## src/hw/rtl/zpdpc_pkg.sv

```systemverilog
// Shared types and constants for the zoned PD position controller.
// No dependencies; imported by every module of the block.
`default_nettype none

package zpdpc_pkg;

    localparam int POS_W   = 15;
    localparam int GAIN_W  = 10;
    localparam int CAPS_W  = 32;
    localparam int VEL_W   = 8;
    localparam int ERR_W   = POS_W + 1;
    localparam int DIFF_W  = ERR_W + 1;
    localparam int PRODP_W = GAIN_W + 1 + ERR_W;
    localparam int PRODD_W = GAIN_W + 1 + DIFF_W;
    localparam int SUM_W   = PRODD_W + 1;
    localparam int Q_BITS  = 8;
    localparam int PD_W    = SUM_W - Q_BITS;
    localparam int LIMIT_W = 7;
    localparam int CAP_W   = 8;
    localparam int INDEX_W = 3;

    typedef enum logic [INDEX_W-1:0] {
        REG_GAIN_P         = 3'd0,
        REG_GAIN_D         = 3'd1,
        REG_FINAL_POSITION = 3'd2,
        REG_ZONE_ONE       = 3'd3,
        REG_ZONE_TWO       = 3'd4,
        REG_ZONE_THREE     = 3'd5,
        REG_PROFILE_CAPS   = 3'd6
    } reg_index_t;

    localparam logic [1:0] OP_NONE        = 2'd0;
    localparam logic [1:0] OP_PLACE_PROG  = 2'd1;
    localparam logic [1:0] OP_PLACE_FIXED = 2'd2;
    localparam logic [1:0] OP_CANCEL      = 2'd3;

    localparam logic [1:0] MODE_IDLE  = 2'd0;
    localparam logic [1:0] MODE_PROG  = 2'd1;
    localparam logic [1:0] MODE_FIXED = 2'd2;

    localparam logic [CAP_W-1:0] CAP_FIXED_ONE   = 8'd40;
    localparam logic [CAP_W-1:0] CAP_FIXED_TWO   = 8'd30;
    localparam logic [CAP_W-1:0] CAP_FIXED_THREE = 8'd15;
    localparam logic [CAP_W-1:0] CAP_DEFAULT     = 8'd100;
    localparam logic [LIMIT_W-1:0] VEL_MAX       = 7'd127;

    localparam logic signed [POS_W-1:0] HOME_HI    = 15'sd10;
    localparam logic signed [POS_W-1:0] HOME_LO    = -15'sd10;
    localparam logic signed [ERR_W-1:0] END_MARGIN = 16'sd5;

    localparam logic [GAIN_W-1:0] GAIN_P_RESET = 10'd218;
    localparam logic [GAIN_W-1:0] GAIN_D_RESET = 10'd77;

    typedef struct packed {
        logic [GAIN_W-1:0]        gain_p;
        logic [GAIN_W-1:0]        gain_d;
        logic signed [POS_W-1:0]  final_position;
        logic signed [POS_W-1:0]  zone_one;
        logic signed [POS_W-1:0]  zone_two;
        logic signed [POS_W-1:0]  zone_three;
        logic [CAPS_W-1:0]        profile_caps;
    } cfg_t;

    typedef struct packed {
        logic signed [ERR_W-1:0]  err;
        logic signed [DIFF_W-1:0] diff;
        logic [LIMIT_W-1:0]       limit;
        logic                     override;
        logic signed [VEL_W-1:0]  manual;
        logic                     zero;
        logic                     home;
    } work_t;

endpackage

`default_nettype wire

```

## src/hw/rtl/zpdpc_cfg.sv

```systemverilog
// Configuration register file of the zoned PD position controller.
// Depends on zpdpc_pkg.
`default_nettype none

module zpdpc_cfg (
    input  wire logic                          clk,
    input  wire logic                          rst_n,
    input  wire logic                          write_enable,
    input  wire logic [zpdpc_pkg::INDEX_W-1:0] write_index,
    input  wire logic [zpdpc_pkg::CAPS_W-1:0]  write_data,
    output zpdpc_pkg::cfg_t                    cfg
);
    import zpdpc_pkg::*;

    cfg_t cfg_reg;

    always_ff @(posedge clk or negedge rst_n)
    begin
        if (!rst_n)
        begin
            cfg_reg.gain_p         <= GAIN_P_RESET;
            cfg_reg.gain_d         <= GAIN_D_RESET;
            cfg_reg.final_position <= '0;
            cfg_reg.zone_one       <= '0;
            cfg_reg.zone_two       <= '0;
            cfg_reg.zone_three     <= '0;
            cfg_reg.profile_caps   <= '0;
        end
        else if (write_enable)
        begin
            unique case (reg_index_t'(write_index))
                REG_GAIN_P:         cfg_reg.gain_p         <= write_data[GAIN_W-1:0];
                REG_GAIN_D:         cfg_reg.gain_d         <= write_data[GAIN_W-1:0];
                REG_FINAL_POSITION: cfg_reg.final_position <= write_data[POS_W-1:0];
                REG_ZONE_ONE:       cfg_reg.zone_one       <= write_data[POS_W-1:0];
                REG_ZONE_TWO:       cfg_reg.zone_two       <= write_data[POS_W-1:0];
                REG_ZONE_THREE:     cfg_reg.zone_three     <= write_data[POS_W-1:0];
                REG_PROFILE_CAPS:   cfg_reg.profile_caps   <= write_data;
                default:            ;
            endcase
        end
    end

    assign cfg = cfg_reg;

endmodule

`default_nettype wire

```

## src/hw/rtl/zpdpc_ctrl.sv

```systemverilog
// Control stage: placement mode, target, latch and last error, speed cap pick.
// Depends on zpdpc_pkg.
`default_nettype none

module zpdpc_ctrl (
    input  wire logic                               clk,
    input  wire logic                               rst_n,
    input  wire logic                               step,
    input  zpdpc_pkg::cfg_t                         cfg,
    input  wire logic signed [zpdpc_pkg::POS_W-1:0] position,
    input  wire logic [1:0]                         operation,
    input  wire logic                               limit_pressed,
    input  wire logic                               manual_active,
    input  wire logic signed [zpdpc_pkg::VEL_W-1:0] manual_velocity,
    output zpdpc_pkg::work_t                        work
);
    import zpdpc_pkg::*;

    logic signed [POS_W-1:0] target_reg, target_next;
    logic signed [ERR_W-1:0] last_error_reg;
    logic [1:0]              mode_reg, mode_next;
    logic                    latch_reg, latch_next;

    logic signed [POS_W-1:0]  target_a, target_b, pos_eff;
    logic [1:0]               mode_a;
    logic                     latch_a;
    logic                     op_home;
    logic [CAP_W-1:0]         cap;
    logic signed [ERR_W-1:0]  err;
    logic signed [DIFF_W-1:0] diff;
    logic                     zeroing;
    logic                     override;
    logic                     place_end;
    logic signed [VEL_W-1:0]  manual_sat;

    always_comb
    begin
        target_a = target_reg;
        mode_a   = mode_reg;
        latch_a  = latch_reg;
        op_home  = 1'b0;
        unique case (operation)
            OP_PLACE_PROG:
            begin
                mode_a   = MODE_PROG;
                target_a = cfg.final_position;
                latch_a  = 1'b1;
            end
            OP_CANCEL:
            begin
                mode_a  = MODE_IDLE;
                op_home = 1'b1;
                latch_a = 1'b1;
            end
            OP_PLACE_FIXED:
            begin
                mode_a   = MODE_FIXED;
                target_a = cfg.final_position;
            end
            OP_NONE:
            begin
                if (!latch_reg)
                begin
                    mode_a   = MODE_IDLE;
                    target_a = position;
                end
            end
            default: ;
        endcase
    end

    always_comb
    begin
        cap = CAP_DEFAULT;
        if (mode_a == MODE_FIXED)
        begin
            if (position >= cfg.zone_one)
                cap = CAP_FIXED_ONE;
            else if (position > cfg.zone_two)
                cap = CAP_FIXED_TWO;
            else if (position < cfg.zone_two && position >= cfg.final_position)
                cap = CAP_FIXED_THREE;
        end
        else if (mode_a == MODE_PROG)
        begin
            if (position >= cfg.zone_one)
                cap = cfg.profile_caps[7:0];
            else if (position > cfg.zone_two)
                cap = cfg.profile_caps[15:8];
            else if (position < cfg.zone_two && position >= cfg.zone_three)
                cap = cfg.profile_caps[23:16];
            else if (position < cfg.zone_three && position >= cfg.final_position)
                cap = cfg.profile_caps[31:24];
        end
    end

    assign err  = ERR_W'(target_a) - ERR_W'(position);
    assign diff = DIFF_W'(err) - DIFF_W'(last_error_reg);

    assign zeroing    = limit_pressed && (mode_a != MODE_PROG);
    assign pos_eff    = zeroing ? '0 : position;
    assign override   = limit_pressed ? (manual_active && manual_velocity[VEL_W-1])
                                      : manual_active;
    assign manual_sat = (manual_velocity == {1'b1, {(VEL_W-1){1'b0}}})
                      ? {1'b1, {(VEL_W-2){1'b0}}, 1'b1} : manual_velocity;
    assign place_end  = (ERR_W'(pos_eff) + END_MARGIN) <= ERR_W'(cfg.final_position);

    always_comb
    begin
        target_b = zeroing ? '0 : target_a;
        if (override)
            target_b = pos_eff;
        if (place_end)
        begin
            mode_next   = MODE_IDLE;
            target_next = pos_eff;
            latch_next  = 1'b0;
        end
        else
        begin
            mode_next   = mode_a;
            target_next = target_b;
            latch_next  = (pos_eff == '0) ? 1'b0 : latch_a;
        end
    end

    always_ff @(posedge clk or negedge rst_n)
    begin
        if (!rst_n)
        begin
            target_reg     <= '0;
            last_error_reg <= '0;
            mode_reg       <= MODE_IDLE;
            latch_reg      <= 1'b0;
        end
        else if (step)
        begin
            target_reg     <= target_next;
            last_error_reg <= err;
            mode_reg       <= mode_next;
            latch_reg      <= latch_next;
        end
    end

    assign work.err      = err;
    assign work.diff     = diff;
    assign work.limit    = (cap > CAP_W'(VEL_MAX)) ? VEL_MAX : cap[LIMIT_W-1:0];
    assign work.override = override;
    assign work.manual   = manual_sat;
    assign work.zero     = zeroing;
    assign work.home     = op_home || (!limit_pressed && !manual_active
                           && position < HOME_HI && position > HOME_LO
                           && target_a == '0);

    ctrl_mode_legal: assert property (@(posedge clk) disable iff (!rst_n)
        mode_reg != 2'b11)
        else $error("placement mode register holds an unused code");

endmodule

`default_nettype wire

```

## src/hw/rtl/zpdpc_pd.sv

```systemverilog
// PD arithmetic: registered gain products, then Q8 floor, clamp and output select.
// Depends on zpdpc_pkg.
`default_nettype none

module zpdpc_pd (
    input  wire logic                                clk,
    input  wire logic                                load,
    input  wire logic [zpdpc_pkg::GAIN_W-1:0]        gain_p,
    input  wire logic [zpdpc_pkg::GAIN_W-1:0]        gain_d,
    input  zpdpc_pkg::work_t                         work,
    output logic signed [zpdpc_pkg::VEL_W-1:0]       velocity,
    output logic                                     zero,
    output logic                                     home
);
    import zpdpc_pkg::*;

    logic signed [PRODP_W-1:0] prod_p_reg;
    logic signed [PRODD_W-1:0] prod_d_reg;
    work_t                     work_reg;

    logic signed [SUM_W-1:0] sum;
    logic signed [PD_W-1:0]  pd;
    logic signed [PD_W-1:0]  bound;
    logic signed [PD_W-1:0]  clamped;

    always_ff @(posedge clk)
    begin
        if (load)
        begin
            prod_p_reg <= PRODP_W'($signed({1'b0, gain_p}) * work.err);
            prod_d_reg <= PRODD_W'($signed({1'b0, gain_d}) * work.diff);
            work_reg   <= work;
        end
    end

    assign sum   = SUM_W'(prod_p_reg) + SUM_W'(prod_d_reg);
    assign pd    = PD_W'(sum >>> Q_BITS);
    assign bound = $signed({{(PD_W-LIMIT_W){1'b0}}, work_reg.limit});

    always_comb
    begin
        if (pd > bound)
            clamped = bound;
        else if (pd < -bound)
            clamped = -bound;
        else
            clamped = pd;
    end

    assign velocity = work_reg.override ? work_reg.manual : clamped[VEL_W-1:0];
    assign zero     = work_reg.zero;
    assign home     = work_reg.home;

endmodule

`default_nettype wire

```

## src/hw/rtl/zoned_pd_position_controller_unit.sv

```systemverilog
// Zoned PD position controller, top level: input register, control stage,
// PD stage and output register. Depends on zpdpc_pkg, zpdpc_cfg, zpdpc_ctrl, zpdpc_pd.
//
// One result transaction per input transaction. A new transaction is taken every
// cycle while in_stall is low. Each result passes the input register, control
// register, product register and output register in order. The control stage updates
// target, last error and placement state in the cycle an item leaves the input
// register, so consecutive ticks chain at full rate. Each stage holds its item
// only while the stage after it is full and blocked, so bubbles close up and an
// input is taken while a finished result still waits at the output. Configuration
// writes take effect on the next cycle and must be made with the pipeline empty.
`default_nettype none

module zoned_pd_position_controller_unit (
    input  wire logic                               clk,
    input  wire logic                               rst_n,
    input  wire logic                               write_enable,
    input  wire logic [zpdpc_pkg::INDEX_W-1:0]      write_index,
    input  wire logic [zpdpc_pkg::CAPS_W-1:0]       write_data,
    input  wire logic                               in_valid,
    output logic                                    in_stall,
    input  wire logic signed [zpdpc_pkg::POS_W-1:0] position,
    input  wire logic [1:0]                         operation,
    input  wire logic                               limit_pressed,
    input  wire logic                               manual_active,
    input  wire logic signed [zpdpc_pkg::VEL_W-1:0] manual_velocity,
    output logic                                    out_valid,
    input  wire logic                               out_stall,
    output logic signed [zpdpc_pkg::VEL_W-1:0]      motor_velocity,
    output logic                                    zero_position,
    output logic                                    home_request
);
    import zpdpc_pkg::*;

    cfg_t  cfg;
    work_t work;
    work_t work_reg;

    logic v1_reg, v2_reg, v3_reg, v4_reg;
    logic en1, en2, en3, en4;

    logic signed [POS_W-1:0] position_reg;
    logic [1:0]              operation_reg;
    logic                    limit_reg;
    logic                    manual_reg;
    logic signed [VEL_W-1:0] manual_velocity_reg;

    logic signed [VEL_W-1:0] velocity;
    logic                    zero;
    logic                    home;

    logic signed [VEL_W-1:0] motor_velocity_reg;
    logic                    zero_position_reg;
    logic                    home_request_reg;

    assign en4 = !v4_reg || !out_stall;
    assign en3 = !v3_reg || en4;
    assign en2 = !v2_reg || en3;
    assign en1 = !v1_reg || en2;
    assign in_stall = !en1;

    zpdpc_cfg u_cfg (
        .clk          (clk),
        .rst_n        (rst_n),
        .write_enable (write_enable),
        .write_index  (write_index),
        .write_data   (write_data),
        .cfg          (cfg)
    );

    always_ff @(posedge clk or negedge rst_n)
    begin
        if (!rst_n)
        begin
            v1_reg <= 1'b0;
            v2_reg <= 1'b0;
            v3_reg <= 1'b0;
            v4_reg <= 1'b0;
        end
        else
        begin
            if (en1)
                v1_reg <= in_valid;
            if (en2)
                v2_reg <= v1_reg;
            if (en3)
                v3_reg <= v2_reg;
            if (en4)
                v4_reg <= v3_reg;
        end
    end

    always_ff @(posedge clk)
    begin
        if (en1)
        begin
            position_reg        <= position;
            operation_reg       <= operation;
            limit_reg           <= limit_pressed;
            manual_reg          <= manual_active;
            manual_velocity_reg <= manual_velocity;
        end
        if (en2)
            work_reg <= work;
        if (en4)
        begin
            motor_velocity_reg <= velocity;
            zero_position_reg  <= zero;
            home_request_reg   <= home;
        end
    end

    zpdpc_ctrl u_ctrl (
        .clk             (clk),
        .rst_n           (rst_n),
        .step            (en2 && v1_reg),
        .cfg             (cfg),
        .position        (position_reg),
        .operation       (operation_reg),
        .limit_pressed   (limit_reg),
        .manual_active   (manual_reg),
        .manual_velocity (manual_velocity_reg),
        .work            (work)
    );

    zpdpc_pd u_pd (
        .clk      (clk),
        .load     (en3),
        .gain_p   (cfg.gain_p),
        .gain_d   (cfg.gain_d),
        .work     (work_reg),
        .velocity (velocity),
        .zero     (zero),
        .home     (home)
    );

    assign out_valid      = v4_reg;
    assign motor_velocity = motor_velocity_reg;
    assign zero_position  = zero_position_reg;
    assign home_request   = home_request_reg;

    top_stall_full: assert property (@(posedge clk) disable iff (!rst_n)
        in_stall |-> (v1_reg && v2_reg && v3_reg && v4_reg))
        else $error("input stalled while the pipeline has a free stage");

    top_vel_range: assert property (@(posedge clk) disable iff (!rst_n)
        out_valid |-> (motor_velocity != {1'b1, {(VEL_W-1){1'b0}}}))
        else $error("velocity result outside the symmetric range");

    top_drain: assert property (@(posedge clk) disable iff (!rst_n)
        (out_valid && !out_stall && !v3_reg) |=> !out_valid)
        else $error("result repeated after it was taken");

endmodule

`default_nettype wire
```

## config.mk

```make
export PLATFORM = sky130hd
export DESIGN_NAME = zoned_pd_position_controller_unit
export DESIGN_NICKNAME = d
export VERILOG_FILES = /design/src/hw/rtl/zpdpc_pkg.sv /design/src/hw/rtl/zpdpc_cfg.sv /design/src/hw/rtl/zpdpc_ctrl.sv /design/src/hw/rtl/zpdpc_pd.sv /design/src/hw/rtl/zoned_pd_position_controller_unit.sv
export SDC_FILE = /design/constraint.sdc
export NUM_CORES = 2
export LEC_CHECK = 0
export ABC_AREA = 1
export BUFFER_PORTS_ARGS = -buffer_cell sky130_fd_sc_hd__buf_2
export CAP_MARGIN = 40
export CORE_ASPECT_RATIO = 1.25
export CORE_UTILIZATION = 45
export CTS_CLUSTER_SIZE = 25
export DETAILED_ROUTE_END_ITERATION = 8
export GPL_TIMING_DRIVEN = 0
export PLACE_DENSITY = 0.64
export SYNTH_ARGS = -nofsm -noshare
export SYNTH_HDL_FRONTEND = slang
export SYNTH_SLANG_ARGS = --single-unit
```

## constraint.sdc

```tcl
create_clock -name clk -period 10.8 [get_ports clk]
set_clock_uncertainty 0.05 [all_clocks]
set_input_delay 0.54 -clock clk [delete_from_list [all_inputs] [get_ports clk]]
set_output_delay 0.54 -clock clk [all_outputs]
set_load 0.02 [all_outputs]
```

==> flow_summary.json <==
{
  "largest_register_ffs": 112,
  "io_buffer_count": 78,
  "drt-pass1-iter-count": 5,
  "cp.required_ps": 11060,
  "met2WireLength_mm": 39.8,
  "finalCritPeriodShare": 0.599,
  "clk_pin_slew_worst_paths_ps": 60,
  "ys_ff_latch": 311,
  "grt_pass1_wl_mm": 129,
  "rsz0062_at_grt": "no",
  "pin_count": 79,
  "synth_edf_count": 161,
  "fmax_mhz": 155,
  "drt-total-wl_mm": 80.2,
  "ctsResizeCount": 0,
  "min_path_type": "in -> reg",
  "overflow": 0,
  "avgSynthCellArea_sq_um": 8.20,
  "clock_tree.buffer_depth": 3,
  "route.met3.wl_mm": 3.42,
  "ys_types": 57,
  "synth_top_family_by_area": "adder cells",
  "synthMuxAreaShare": 0.00580,
  "initial_core_util": 0.455,
  "root_buffer": "clkbuf_16",
  "end_kind": "flop",
  "drv_slew": 0,
  "dieHeight_microns": 296,
  "drive_gt1_frac": 0.0548,
  "syn-cell-area_sq_mm": 0.0311,
  "core-area_sq_mm": 0.0683,
  "ant_nets": 0,
  "htreeDepth": 2,
  "cts.sinks": 311,
  "async_flop_share": 0.482,
  "top_layer": "met4",
  "die_x_microns": 237,
  "vias": 24100,
  "diodes": 0,
  "yosys.area_share.simple": 0.171,
  "path_class": "reg -> reg",
  "finalSetupViolCount": 0,
  "ys_warn_count": 0,
  "seq_area_frac_synth": 0.277,
  "rows": 107,
  "hold_viol_final": 0,
  "grtUsageTotal": 0.235,
  "wl_per_cell_microns": 16.7,
  "cts_setup_buffers": 0,
  "synth_compound_area_frac": 0.0828,
  "startpoint_type": "flop",
  "grt_max_degree": 111,
  "stdcell_count": 4811,
  "path_max_fanout": 10,
  "dieArea_sq_mm": 0.0701,
  "final_cell_mix": "nand2_1 (941), inv_1 (879), fa_1 (300)",
  "outcome": "complete, no violations",
  "yosys.area_share.adder": 0.312,
  "met1_length_mm": 32.9,
  "crit_arrival_ps": 6720,
  "ctsHoldBuffers": 1,
  "area_growth_pct": 9.10,
  "grt_pass1_vias": 24200,
  "dp_hpwl_mm": 65.3,
  "layout_min_cycle_time_ps": 6470,
  "drc_errors": 0,
  "final_common_cell": "nand2_1",
  "cts_tree": "yes",
  "synth_flop_cell": "edfxtp_1",
  "syn_nets": 4450,
  "drt-initial-drc-count": 1275,
  "slew_headroom": 0.484,
  "setup_tns_ps": 0,
  "place.gp.congestion": 0.979,
  "final_nets": 4572,
  "cap_violations": 0,
  "synth_xor_area_frac": 0.0302,
  "antenna_found_initial": 1,
  "cts_made_buffers": 37,
  "syn_inst": 3789,
  "dp_cells": 4743,
  "final.fill_count": 6623,
  "viasPerCell": 5.02,
  "worstSkewPairLatency_ps": 580,
  "worst_pin_slew_ps": 771
}
## per-layer routing
layer,GRT usage,vias up
met4,0.110,0
met5,0,-
met2,0.425,551
li1,-,11900
met1,0.279,11500
met3,0.0272,157
## through the flow
step / cell area (sq um) / setup slack [ps] / util / hold WS [ps]
finish: 33900 / 4330 / 0.497 / 92.6
CTS: 33900 / 4290 / 0.497 / 65.6
detailed placement: 32700 / 4310 / 0.479 / 355
global placement: 32600 / 4170 / 0.477 / 352
global route: 33900 / 3820 / 0.497 / 73.9
floorplan: 31100 / 5160 / - / 194
## cells by family (layout without fill, tap and decap cells)
group / count (synthesis) / after routing
AOI/OAI and AO/OA: 465 / 465
xor gates and xnor gates: 105 / 105
adders and majority gates: 594 / 594
buffers and inverters: 1008 / 1158
DFF: 311 / 311
muxes: 16 / 16
and+or+nand+nor: 1290 / 1290
## synth_stat cells, drive strengths merged, types with 2 or more instances
| library cell | instances | area [sq um] |
|---|---|---|
| nand2 | 953 | 3610 |
| inv | 883 | 3310 |
| fa | 300 | 6010 |
| ha | 294 | 3680 |
| o21ai | 205 | 1030 |
| a21oi | 163 | 820 |
| edfxtp | 161 | 4830 |
| dfrtp | 141 | 3530 |
| nor2 | 134 | 543 |
| clkbuf | 115 | 432 |
| nand3 | 111 | 581 |
| xor2 | 76 | 684 |
| nor3 | 35 | 190 |
| nand4 | 30 | 188 |
| xnor2 | 29 | 254 |
| o22ai | 22 | 138 |
| mux2 | 16 | 180 |
| a22o | 14 | 123 |
| o21bai | 13 | 97.6 |
| nand3b | 12 | 103 |
| a31oi | 10 | 62.6 |
| dfstp | 9 | 236 |
| buf | 8 | 40.0 |
| nor4 | 7 | 43.8 |
| a211oi | 6 | 45.0 |
| o21a | 6 | 45.0 |
| a21boi | 5 | 41.3 |
| a21o | 5 | 37.5 |
| o221ai | 4 | 35.0 |
| and2 | 3 | 18.8 |
| o2111ai | 3 | 26.3 |
| o31ai | 3 | 22.5 |
| or2 | 3 | 18.8 |
| clkinv | 2 | 7.51 |
| o211ai | 2 | 15.0 |
## worst max-delay path, stage by stage, from the launching register on
cell      delay, ps
dfstp_2         510
clkbuf_1        430
clkbuf_1        440
nand2_1         140
fa_1            530
inv_1            50
fa_1            540
fa_1            460
fa_1            550
inv_1            60
fa_1            520
inv_1            40
ha_1            330
nand2_1         100
nor2_1          150
nand2_1          60
o21ai_0         340
a21oi_1         170
o21ai_0         380
a31oi_1         150
xor2_1          180
## layout make-up
type	instances	area, sq um	area share
multi-input cells	2470	18700	0.551
plain buffers	123	472	0.0139
inverters	885	3320	0.0980
clock inverters	25	235	0.00694
clock buffers	42	987	0.0291
well taps	872	1090	0.0322
repair buffers	83	513	0.0151
flip-flops and latches	311	8600	0.254
## final timing paths
kind | start | end | slack, ps | cells after the start
min in group asynchronous | rst_n | u_ctrl.target_reg[12]$_DFFE_PN0P_ | 390 | 2
min | position[3] | position_reg[3]$_DFFE_PN_ | 90 | 1
max reg2reg | u_cfg.cfg[95]$_DFFE_PN1P_ | u_pd.prod_d_reg[25]$_DFFE_PP_ | 4330 | 20
max in group asynchronous | rst_n | u_cfg.cfg[93]$_DFFE_PN0P_ | 9400 | 3
min reg2reg | work_reg[5]$_SDFFCE_PN0P_ | u_pd.work_reg[5]$_DFFE_PP_ | 370 | 0
max | u_cfg.cfg[95]$_DFFE_PN1P_ | u_pd.prod_d_reg[25]$_DFFE_PP_ | 4330 | 20
Power is left out: the tool's default activity adds up to more than one toggle a clock period on the data nets, which glitch-free logic cannot reach.
